`config.mk`:
```
export PLATFORM = sky130hd
export DESIGN_NAME = crank_cadence_sensor_front_end
export DESIGN_NICKNAME = d
export VERILOG_FILES = /design/src/design/ccs_pkg.sv /design/src/design/ccs_in_stage.sv /design/src/design/ccs_core.sv /design/src/design/ccs_out_stage.sv /design/src/design/crank_cadence_sensor_front_end.sv
export SDC_FILE = /design/constraint.sdc
export NUM_CORES = 1
export LEC_CHECK = 0
export ABC_AREA = 1
export BUFFER_PORTS_ARGS = -buffer_cell sky130_fd_sc_hd__buf_2
export CORE_MARGIN = 10
export CORE_UTILIZATION = 40
export DETAILED_ROUTE_END_ITERATION = 12
export GPL_TIMING_DRIVEN = 0
export PLACE_DENSITY = 0.55
export SKIP_CTS_REPAIR_TIMING = 1
export SLEW_MARGIN = 10
export SYNTH_ARGS = -nofsm -noshare
export SYNTH_HDL_FRONTEND = slang
export SYNTH_HIERARCHICAL = 1
export SYNTH_SLANG_ARGS = --single-unit
```
`constraint.sdc`:
```
create_clock -name clock -period 11.7 [get_ports clock]
set_clock_uncertainty 0.1 [all_clocks]
set_input_delay 0.585 -clock clock [delete_from_list [all_inputs] [get_ports clock]]
set_output_delay 0.585 -clock clock [all_outputs]
set_load 0.01 [all_outputs]
```
`src/design/ccs_pkg.sv`:
```
// ccs_pkg: shared types and constants for the crank cadence sensor front end
package ccs_pkg;

   localparam int unsigned CSR_INDEX_W = 2;
   localparam int unsigned CSR_DATA_W  = 24;

   localparam logic [CSR_INDEX_W-1:0] CSR_DEBOUNCE = 2'd0;
   localparam logic [CSR_INDEX_W-1:0] CSR_NOTIFY   = 2'd1;
   localparam logic [CSR_INDEX_W-1:0] CSR_SLEEP    = 2'd2;

   localparam logic KIND_MEASURE = 1'b0;
   localparam logic KIND_SLEEP   = 1'b1;

   localparam logic [15:0] ROLL_MS = 16'd64000;

   typedef enum logic [2:0] {
      PH_IDLE  = 3'b001,
      PH_START = 3'b010,
      PH_DONE  = 3'b100
   } phase_type;

   typedef struct packed {
      logic crank_level;
      logic link_up;
      logic subscribed;
   } req_word_type;

   typedef struct packed {
      logic        kind;
      logic [15:0] revolutions;
      logic [15:0] event_time_1024;
   } rsp_word_type;

   typedef struct packed {
      logic         valid;
      rsp_word_type word;
   } rsp_slot_type;

endpackage

```
`src/design/ccs_in_stage.sv`:
```
// ccs_in_stage: input register for one tick word
module ccs_in_stage (
   input  logic                  clock,
   input  logic                  reset,
   input  logic                  req_valid,
   output logic                  req_ready,
   input  ccs_pkg::req_word_type req_word,
   input  logic                  step,
   output logic                  item_valid,
   output ccs_pkg::req_word_type item_word
);

   logic                  valid_ff;
   logic                  valid_in;
   ccs_pkg::req_word_type word_ff;

   assign req_ready  = !valid_ff || step;
   assign item_valid = valid_ff;
   assign item_word  = word_ff;

   always_comb begin
      valid_in = valid_ff;
      if (req_ready) begin
         valid_in = req_valid;
      end
   end

   always_ff @(posedge clock) begin
      if (reset) begin
         valid_ff <= 1'b0;
      end else begin
         valid_ff <= valid_in;
      end
   end

   always_ff @(posedge clock) begin
      if (req_valid && req_ready) begin
         word_ff <= req_word;
      end
   end

endmodule

```
`src/design/ccs_core.sv`:
```
// ccs_core: tick clock, reed debounce, report timer and sleep detection
module ccs_core (
   input  logic                                    clock,
   input  logic                                    reset,
   input  logic                                    csr_write_en,
   input  logic [ccs_pkg::CSR_INDEX_W-1:0]         csr_index,
   input  logic [ccs_pkg::CSR_DATA_W-1:0]          csr_wdata,
   input  logic                                    step,
   input  ccs_pkg::req_word_type                   item_word,
   output ccs_pkg::rsp_slot_type                   result
);

   // floor(m * 1024 / 1000) for m below the roll period, via reciprocal of 125
   localparam logic [23:0] RECIP_125 = 24'd8589935;

   function automatic logic [15:0] scale_ms(input logic [15:0] m);
      logic [46:0] prod;
      begin
         prod     = {m, 7'd0} * RECIP_125;
         scale_ms = prod[45:30];
      end
   endfunction

   logic [9:0]  debounce_ff;
   logic [15:0] notify_ff;
   logic [23:0] sleep_ff;

   logic [31:0]        now_ff, now_in;
   logic [15:0]        now_mod_ff, now_mod_in;
   logic [15:0]        now_scaled_ff, now_scaled_in;
   ccs_pkg::phase_type phase_ff, phase_in;
   logic [31:0]        start_ff, start_in;
   logic [15:0]        rev_ff, rev_in;
   logic [31:0]        last_event_ff, last_event_in;
   logic [15:0]        event_scaled_ff, event_scaled_in;
   logic [31:0]        last_report_ff, last_report_in;
   logic               halted_ff, halted_in;

   logic low;

   always_ff @(posedge clock) begin
      if (reset) begin
         debounce_ff <= 10'd10;
         notify_ff   <= 16'd1000;
         sleep_ff    <= 24'd60000;
      end else if (csr_write_en) begin
         case (csr_index)
            ccs_pkg::CSR_DEBOUNCE: debounce_ff <= csr_wdata[9:0];
            ccs_pkg::CSR_NOTIFY:   notify_ff   <= csr_wdata[15:0];
            ccs_pkg::CSR_SLEEP:    sleep_ff    <= csr_wdata;
            default: ;
         endcase
      end
   end

   assign low = !item_word.crank_level;

   always_comb begin
      now_in          = now_ff;
      now_mod_in      = now_mod_ff;
      phase_in        = phase_ff;
      start_in        = start_ff;
      rev_in          = rev_ff;
      last_event_in   = last_event_ff;
      event_scaled_in = event_scaled_ff;
      last_report_in  = last_report_ff;
      halted_in       = halted_ff;
      result          = '0;

      if (step && !halted_ff) begin
         case (phase_ff)
            ccs_pkg::PH_START: begin
               if (!low) begin
                  phase_in = ccs_pkg::PH_IDLE;
               end else if ((now_ff - start_ff) > {22'd0, debounce_ff}) begin
                  phase_in        = ccs_pkg::PH_DONE;
                  rev_in          = rev_ff + 16'd1;
                  last_event_in   = now_ff;
                  event_scaled_in = now_scaled_ff;
               end
            end
            ccs_pkg::PH_DONE: begin
               if (!low) begin
                  phase_in = ccs_pkg::PH_IDLE;
               end
            end
            default: begin
               phase_in = ccs_pkg::PH_IDLE;
               if (low) begin
                  phase_in = ccs_pkg::PH_START;
                  start_in = now_ff;
               end
            end
         endcase

         now_in = now_ff + 32'd1;
         if (now_ff == 32'hFFFF_FFFF || now_mod_ff == ccs_pkg::ROLL_MS - 16'd1) begin
            now_mod_in = 16'd0;
         end else begin
            now_mod_in = now_mod_ff + 16'd1;
         end

         if (item_word.link_up) begin
            if ((now_ff - last_report_ff) > {16'd0, notify_ff}) begin
               last_report_in = now_ff;
               if (item_word.subscribed) begin
                  result.valid                = 1'b1;
                  result.word.kind            = ccs_pkg::KIND_MEASURE;
                  result.word.revolutions     = rev_in;
                  result.word.event_time_1024 = event_scaled_in;
               end
            end
         end else if ((now_ff - last_event_in) > {8'd0, sleep_ff}) begin
            result.valid     = 1'b1;
            result.word.kind = ccs_pkg::KIND_SLEEP;
            halted_in        = 1'b1;
            now_in           = now_ff;
            now_mod_in       = now_mod_ff;
         end
      end
   end

   assign now_scaled_in = scale_ms(now_mod_in);

   always_ff @(posedge clock) begin
      if (reset) begin
         now_ff          <= '0;
         now_mod_ff      <= '0;
         now_scaled_ff   <= '0;
         phase_ff        <= ccs_pkg::PH_IDLE;
         start_ff        <= '0;
         rev_ff          <= '0;
         last_event_ff   <= '0;
         event_scaled_ff <= '0;
         last_report_ff  <= '0;
         halted_ff       <= 1'b0;
      end else begin
         now_ff          <= now_in;
         now_mod_ff      <= now_mod_in;
         now_scaled_ff   <= now_scaled_in;
         phase_ff        <= phase_in;
         start_ff        <= start_in;
         rev_ff          <= rev_in;
         last_event_ff   <= last_event_in;
         event_scaled_ff <= event_scaled_in;
         last_report_ff  <= last_report_in;
         halted_ff       <= halted_in;
      end
   end

   assert property (@(posedge clock) disable iff (reset) halted_ff |=> halted_ff)
      else $error("halt released without reset");

   assert property (@(posedge clock) disable iff (reset)
      (result.valid && result.word.kind == ccs_pkg::KIND_SLEEP) |=> halted_ff)
      else $error("sleep request did not halt");

   assert property (@(posedge clock) disable iff (reset) now_mod_ff < ccs_pkg::ROLL_MS)
      else $error("rolling millisecond count out of range");

   assert property (@(posedge clock) disable iff (reset) !step |=> $stable(rev_ff))
      else $error("revolution count moved without a tick");

endmodule

```
`src/design/ccs_out_stage.sv`:
```
// ccs_out_stage: result register towards the response channel
module ccs_out_stage (
   input  logic                  clock,
   input  logic                  reset,
   input  ccs_pkg::rsp_slot_type result,
   output logic                  space,
   output logic                  rsp_valid,
   input  logic                  rsp_ready,
   output ccs_pkg::rsp_word_type rsp_word
);

   logic                  valid_ff;
   logic                  valid_in;
   ccs_pkg::rsp_word_type word_ff;

   assign space     = !valid_ff || rsp_ready;
   assign rsp_valid = valid_ff;
   assign rsp_word  = word_ff;

   always_comb begin
      valid_in = valid_ff;
      if (space) begin
         valid_in = result.valid;
      end
   end

   always_ff @(posedge clock) begin
      if (reset) begin
         valid_ff <= 1'b0;
      end else begin
         valid_ff <= valid_in;
      end
   end

   always_ff @(posedge clock) begin
      if (space && result.valid) begin
         word_ff <= result.word;
      end
   end

endmodule

```
`src/design/crank_cadence_sensor_front_end.sv`:
```
// crank_cadence_sensor_front_end: reed debounce and cadence counter, top level
//
//   port group  direction  handshake            word
//   req_        in         req_valid/req_ready  crank_level, link_up, subscribed
//   rsp_        out        rsp_valid/rsp_ready  kind, revolutions, event_time_1024
//   csr_        in         csr_write_en         csr_index, csr_wdata
//
// one tick word per cycle unless the response stalls
// input register, combinational update of tick state, result register
// synchronous reset restores register defaults and clears all tick state
// a stalled response holds the update stage; an empty input register takes one word
// after a sleep request every further word is taken and dropped until reset
module crank_cadence_sensor_front_end (
   input  logic                                clock,
   input  logic                                reset,
   input  logic                                req_valid,
   output logic                                req_ready,
   input  logic                                req_crank_level,
   input  logic                                req_link_up,
   input  logic                                req_subscribed,
   output logic                                rsp_valid,
   input  logic                                rsp_ready,
   output logic                                rsp_kind,
   output logic [15:0]                         rsp_revolutions,
   output logic [15:0]                         rsp_event_time_1024,
   input  logic                                csr_write_en,
   input  logic [ccs_pkg::CSR_INDEX_W-1:0]     csr_index,
   input  logic [ccs_pkg::CSR_DATA_W-1:0]      csr_wdata
);

   ccs_pkg::req_word_type req_word;
   ccs_pkg::req_word_type item_word;
   ccs_pkg::rsp_word_type rsp_word;
   ccs_pkg::rsp_slot_type result;
   logic                  item_valid;
   logic                  space;
   logic                  step;

   assign req_word.crank_level = req_crank_level;
   assign req_word.link_up     = req_link_up;
   assign req_word.subscribed  = req_subscribed;

   assign step = item_valid && space;

   ccs_in_stage u_in (
      .clock      (clock),
      .reset      (reset),
      .req_valid  (req_valid),
      .req_ready  (req_ready),
      .req_word   (req_word),
      .step       (step),
      .item_valid (item_valid),
      .item_word  (item_word)
   );

   ccs_core u_core (
      .clock        (clock),
      .reset        (reset),
      .csr_write_en (csr_write_en),
      .csr_index    (csr_index),
      .csr_wdata    (csr_wdata),
      .step         (step),
      .item_word    (item_word),
      .result       (result)
   );

   ccs_out_stage u_out (
      .clock     (clock),
      .reset     (reset),
      .result    (result),
      .space     (space),
      .rsp_valid (rsp_valid),
      .rsp_ready (rsp_ready),
      .rsp_word  (rsp_word)
   );

   assign rsp_kind            = rsp_word.kind;
   assign rsp_revolutions     = rsp_word.revolutions;
   assign rsp_event_time_1024 = rsp_word.event_time_1024;

endmodule
```
## Yosys cells after proc, flatten, opt, wreduce, memory -nomap -nowiden

Cells that the tools add are included.

- Equal/unequal tests: 9
- Muxes and demuxes: 27
- Add/sub/neg operators: 6
- Reductions and logical operators: 21
- Magnitude comparators: 3
- Bitwise gates (word level): 3
- Multiply operators: 1

Operators with widths:

| cell | number |
|---|---|
| 32-bit 2-to-1 mux | 7 |
| 16-bit 2-to-1 mux | 10 |
| 34-bit 2-to-1 mux | 3 |
| 32-bit subtractor | 3 |
| 16-bit by 24-bit multiplier with 39-bit output, second input constant | 1 |
| 16-bit by 1-bit adder with 16-bit output, second input constant | 2 |
| 32-bit by 1-bit adder with 32-bit output, second input constant | 1 |
| 32-bit equality test, second input constant | 1 |
| 32-bit by 10-bit greater-than comparator with 1-bit output | 1 |
| 32-bit by 16-bit greater-than comparator with 1-bit output | 1 |
| 32-bit by 24-bit greater-than comparator with 1-bit output | 1 |
| 16-bit equality test, second input constant | 1 |
| 3-bit AND reduction | 4 |
| 3-bit 2-to-1 mux | 3 |
| 2-bit AND reduction | 4 |
| 2-bit 2-to-1 mux | 3 |
| 3-bit case mux with 2 select lines | 1 |
| 1-bit logical AND | 4 |
| 2-bit inequality test, second input constant | 2 |
| 4-bit AND reduction | 1 |
| 3-bit by 2-bit equality test with 1-bit output, second input constant | 1 |
| 3-bit equality test, second input constant | 1 |
| 1-bit logical NOT | 3 |
| 1-bit logical OR | 3 |
| 6 further kinds | 8 |

- Register bits after elaboration: 284
- Logic and storage cells: 91
- Output and inout port bits: 35
- Input port bits: 34

## Logic depth before layout (Yosys ltp)

- Depth in word-level cells: 12
- Gate-level depth with buffers: 88
- Depth with buffers taken out: 86

## Modules after synthesis

Netlist, hierarchy kept.

By module, submodules not included:

| module | cells each | instances | seq. area each (µm²) | area each (µm²) |
|---|---|---|---|---|
| ccs_core | 3434 | 1 | 4924.7 | 23448.7 |
| ccs_out_stage | 39 | 1 | 1011.0 | 1038.5 |
| ccs_in_stage | 9 | 1 | 110.1 | 137.6 |
| crank_cadence_sensor_front_end | 2 | 1 | 0.0 | 7.5 |

## Worst setup path before layout

OpenSTA, ideal clock, no wires.

- Path type: reg-to-reg
- Start point: reg u_core.now_ff[1]
- End point: reg u_core.now_scaled_ff[13]
- Path buffers: 3
- Required time: 11.485 ns
- Period minus slack after synthesis: 12.814 ns
- Slack: -1.114 ns
- Arrival time: 12.599 ns
- Cell stages (with the launch flop): 80
- Path through: dfxtp_1 > inv_1 > fa_1 > inv_1 > nand2_1 > nand2_1 > and2_4 > xor2_1 > ha_1 > nand2_1 > nor2_1 > nand2_1 > nand2_1 > nand2_1 > nand2_1 > nand2_1 > nand2_1 > nor2_1 > (+44 left out) > fa_1 > fa_1 > fa_1 > inv_1 > fa_1 > ha_1 > a21oi_1 > inv_1 > a21oi_1 > inv_1 > a21oi_1 > o21ai_0 > a211oi_1 > o31ai_1 > a2111oi_0 > nand3_1 > nand2_1 > nor2_1

- Cells in the longest elaborated chain, start to end: 12

RTL lines:

| element | RTL line | RTL |
|---|---|---|
| start: declaration | ccs_core.sv:28 | `logic [31:0] now_ff, now_in;` |
| start signal: assignment | ccs_core.sv:138 | `now_ff <= now_in;` |
| 32-bit subtractor | ccs_core.sv:75 | `end else if ((now_ff - start_ff) > {22'd0, debounce_ff}) begin` |
| 32-bit by 10-bit greater-than comparator with 1-bit output | ccs_core.sv:75 |  |
| 32-bit 2-to-1 mux | ccs_core.sv:75 |  |
| 32-bit 2-to-1 mux | ccs_core.sv:73 | `if (!low) begin` |
| 32-bit 2-to-1 mux | ccs_core.sv:71 | `case (phase_ff)` |
| 32-bit 2-to-1 mux | ccs_core.sv:70 | `if (step && !halted_ff) begin` |
| 32-bit subtractor | ccs_core.sv:113 | `end else if ((now_ff - last_event_in) > {8'd0, sleep_ff}) begin` |
| 32-bit by 24-bit greater-than comparator with 1-bit output | ccs_core.sv:113 |  |
| 16-bit 2-to-1 mux | ccs_core.sv:113 |  |
| 16-bit 2-to-1 mux (*) | ccs_core.sv:103 | `if (item_word.link_up) begin` |
| 16-bit 2-to-1 mux (*) | ccs_core.sv:70 |  |
| net u_core.now_mod_in[13] | ccs_core.sv:29 | `logic [15:0] now_mod_ff, now_mod_in;` |
| 16-bit by 24-bit multiplier with 39-bit output (*) | ccs_core.sv:19 | `prod = {m, 7'd0} * RECIP_125;` |
| end signal: assignment | ccs_core.sv:140 | `now_scaled_ff <= now_scaled_in;` |
| end: declaration | ccs_core.sv:30 | `logic [15:0] now_scaled_ff, now_scaled_in;` |

The timed path passes the listed nets; every way through them passes the cells marked *. The select of a mux whose other input is x is not followed.
A chain may end at the register's enable or synchronous reset.

## Worst setup path after layout

- Start point: reg u_core.now_ff[0]
- End point: reg u_core.now_scaled_ff[13]

The elaborated chain is that of the path after synthesis.

==> summary.txt <==
Status
  • Status: complete, but fails checks
  • Failing checks: negative setup slack

Finish
  • Fill count: 6196
  • Seq. cell area: 0.006075 mm²
  • Nets@finish: 4100
  • Area of the multi-input gates: 0.01718 mm²
  • Most common cell after layout, fill and taps aside: nand2_1
  • Share of layout cells above drive strength 1: 14.30%
  • # diodes: 0
  • Area delta synth->final: 18.49%
  • Utilization after layout: 48.09%
  • Most frequent cells in the layout: nand2_1 (633), inv_1 (619), a21oi_1 (301), nor2_1 (297), ha_1 (270)

Detailed routing
  • DR top layer: met4
  • DR WL met3: 2380 µm
  • Wl on met1: 33390 µm
  • DRC: 0
  • Initial DRC Count: 1153
  • ANT nets after route: 0
  • Met2 WL: 37590 µm
  • Vias per Instance: 5.099
  • WL/cell: 17.21 µm
  • TritonRoute pass-1 iters: 5
  • Vias: 22.78k
  • Final WL: 76880 µm

Timing
  • Final hold vios: 0
  • Setup Viol. Count Final: 16
  • Final Cycle Share: 109.4%
  • Slew @ Worst Pin: 1.023 ns
  • Max frequency: 0.07814 GHz
  • Fin Setup TNS: -12.53 ns
  • Post-route minimum period: 12.80 ns
  • Hold Slack: 0.09779 ns
  • Final worst setup slack: -1.098 ns
  • Max-slew headroom: 30.85%
  • Final slew viol count: 0
  • Unrepaired setup endpoints after global routing: yes

Yosys
  • Simple-gate share of the synthesized area: 22.35%
  • Synth warn: 6
  • Synth area leaders: dfxtp_1 (20%), ha_1 (15%), nand2_1 (10%), inv_1 (9.7%), fa_1 (8.1%)
  • Synthesized area: 0.02463 mm²
  • Yosys reg bits: 284
  • Largest family of logic cells by synthesized area: adder cells
  • Cells after Synth: 3484
  • Syn nets: 3922
  • Avg Inst Size Synth: 7.070 µm²
  • Mux cell area share after synthesis: 0%
  • Post-synth top area share: 20.16%
  • EDFF count, synth: 36
  • Most used DFF post-synth: dfxtp_1
  • Area share of xor/xnor cells in the synthesized design: 2.418%
  • Synth Area in Adders: 23.57%
  • Post-synthesis sequential area ratio: 24.54%
  • Ys async rst share: 0%
  • Largest area contributor in the netlist: dfxtp_1
  • Compound-Gate Fraction of Synth Area: 15.71%
  • Netlist cell types: 63

Clock network
  • Clock sink total: 284
  • Clk_lat worst skew: 0.58 ns
  • Worst-path clk slew: 0.06 ns
  • Clock root buffer: clkbuf_16
  • # H-tree levels: 1
  • Num CTS Buffers: 31
  • CTS tree: done
  • Max Root-Sink Buffers: 3

Place
  • Detailed Place HPWL: 63140 µm
  • Dpl ws: -3.357 ns
  • Port buffer count: 68
  • Routability Congestion: 0.8962

Floorplan
  • Ports: 69
  • Initial Util: 40.58%
  • Die area: 0.07191 mm²
  • Core area: 0.06070 mm²
  • Die span in y: 268.2 µm
  • Die W: 268.2 µm
  • Rows: 90

Worst setup path
  • CP Max Fanout: 10
  • Critical setup path kind: reg2reg
  • Startpoint Class: register
  • CP max-delay cell: fa_2
  • Worst setup EP type: register
  • Most used cell, CP: a21oi_2
  • Critical path required time: 12.05 ns
  • Slowest stage delay, CP: 0.58 ns
  • Worst Path Arrival: 13.15 ns

Power and ir drop
  • VDD IR max: 0.08918 mV
  • Static Leak: 13.81 nW
  • P per Cell Area: 96.53 mW/mm²

GRT
  • Vias in the first global route: 22.00k
  • GR Overflow Total: 0
  • First-pass GRT wire length: 118700 µm
  • Largest net degree at the start of global routing: 25
  • Gr usage total: 20.78%
  • Initial antenna violation count: 0

Min path
  • Worst Hold Class: in2reg

Job
  • Max-cap violation count: 0
-- area by class of cell --
| type | count | area share (%) |
|---|---|---|
| sequential | 284 | 20.81 |
| inverter | 650 | 8.569 |
| clock buffer | 42 | 2.937 |
| buffer | 85 | 1.518 |
| clock inverter | 14 | 0.5830 |
| multi-input combinational | 2465 | 58.87 |
| timing repair buffer | 145 | 3.357 |
| tap | 782 | 3.352 |
-- registers in the layout, summed over array words and instances, names as in the netlist, 3 cells and up --
signal	flops
u_core/rev_ff	16
u_core/sleep_ff	24
u_core/event_scaled_ff	16
u_core/last_event_ff	32
u_out/rsp_word	33
u_core/debounce_ff	10
u_core/now_scaled_ff	16
u_core/last_report_ff	32
u_core/now_ff	32
u_core/phase_ff	3
u_core/now_mod_ff	16
u_core/start_ff	32
u_core/notify_ff	16
u_in/item_word	3
-- kinds of logic (layout without fill, tap and decap cells) --
family | after synthesis | after routing
buf+inv | 735 | 936
compound gates | 699 | 699
flops | 284 | 284
xor+xnor | 68 | 68
simple gates | 1294 | 1294
fa+ha+maj | 404 | 404
-- cell usage after synthesis (6+ instances only) --
master / n
buf_6: 6
nand4_1: 42
o21ai_1: 11
dfxtp_1: 248
xor2_1: 45
nor3_1: 55
ha_1: 304
xnor2_1: 23
nand2_1: 665
inv_2: 12
nand3_1: 131
o21a_1: 13
o211ai_1: 50
inv_1: 635
buf_1: 8
a211oi_1: 10
o21ai_0: 212
nor4_1: 11
fa_1: 100
nand2_2: 13
a21o_1: 7
nand3b_1: 6
or2_2: 13
a21oi_1: 337
nor2_2: 7
clkbuf_1: 67
nor2_1: 320
o21bai_1: 10
edfxtp_1: 36
a31oi_1: 11
-- critical path: cells and delay by family (launching register included) --
family / cells / cell delay, ns
simple gates: 28 / 3.00
xor+xnor: 2 / 0.35
buf+inv: 15 / 1.28
flops: 1 / 0.38
fa+ha+maj: 12 / 4.74
compound gates: 17 / 2.77
-- per-stage QoR --
stage / total power, mW / cell area (µm²) / std cells
floorplan: 1.569 / 24830 / 3484
global placement: 1.764 / 26150 / 4334
detailed placement: 1.771 / 26200 / 4335
CTS: 2.772 / 27220 / 4391
global route: 2.977 / 29190 / 4467
finish: 2.817 / 29190 / 4467
-- worst paths after layout --
path | start | end | slack, ns | cells past startpoint
min reg2reg | u_core/halted_ff$_SDFFE_PP0P_ | u_core/halted_ff$_SDFFE_PP0P_ | 0.36 | 2
min | req_subscribed | u_in/item_word[0]$_DFFE_PP_ | 0.1 | 1
max reg2reg | u_core/now_ff[0]$_SDFFE_PP0P_ | u_core/now_scaled_ff[13]$_SDFF_PP0_ | -1.10 | 74
max | u_core/now_ff[0]$_SDFFE_PP0P_ | u_core/now_scaled_ff[13]$_SDFF_PP0_ | -1.10 | 74
-- routing by layer --
metal  track usage, %  vias up
met4            8.000        0
met3            1.371      137
met5                0        -
met2            37.03      417
li1                 -    11670
met1            25.82    10560
-- where the power goes --
group | switching [mW] | internal (mW) | total, mW
clock network | 0.415 | 0.580 | 0.995
registers | 0.0199 | 1.03 | 1.05
logic | 0.491 | 0.282 | 0.773
(Power assumes the default switching activity.)
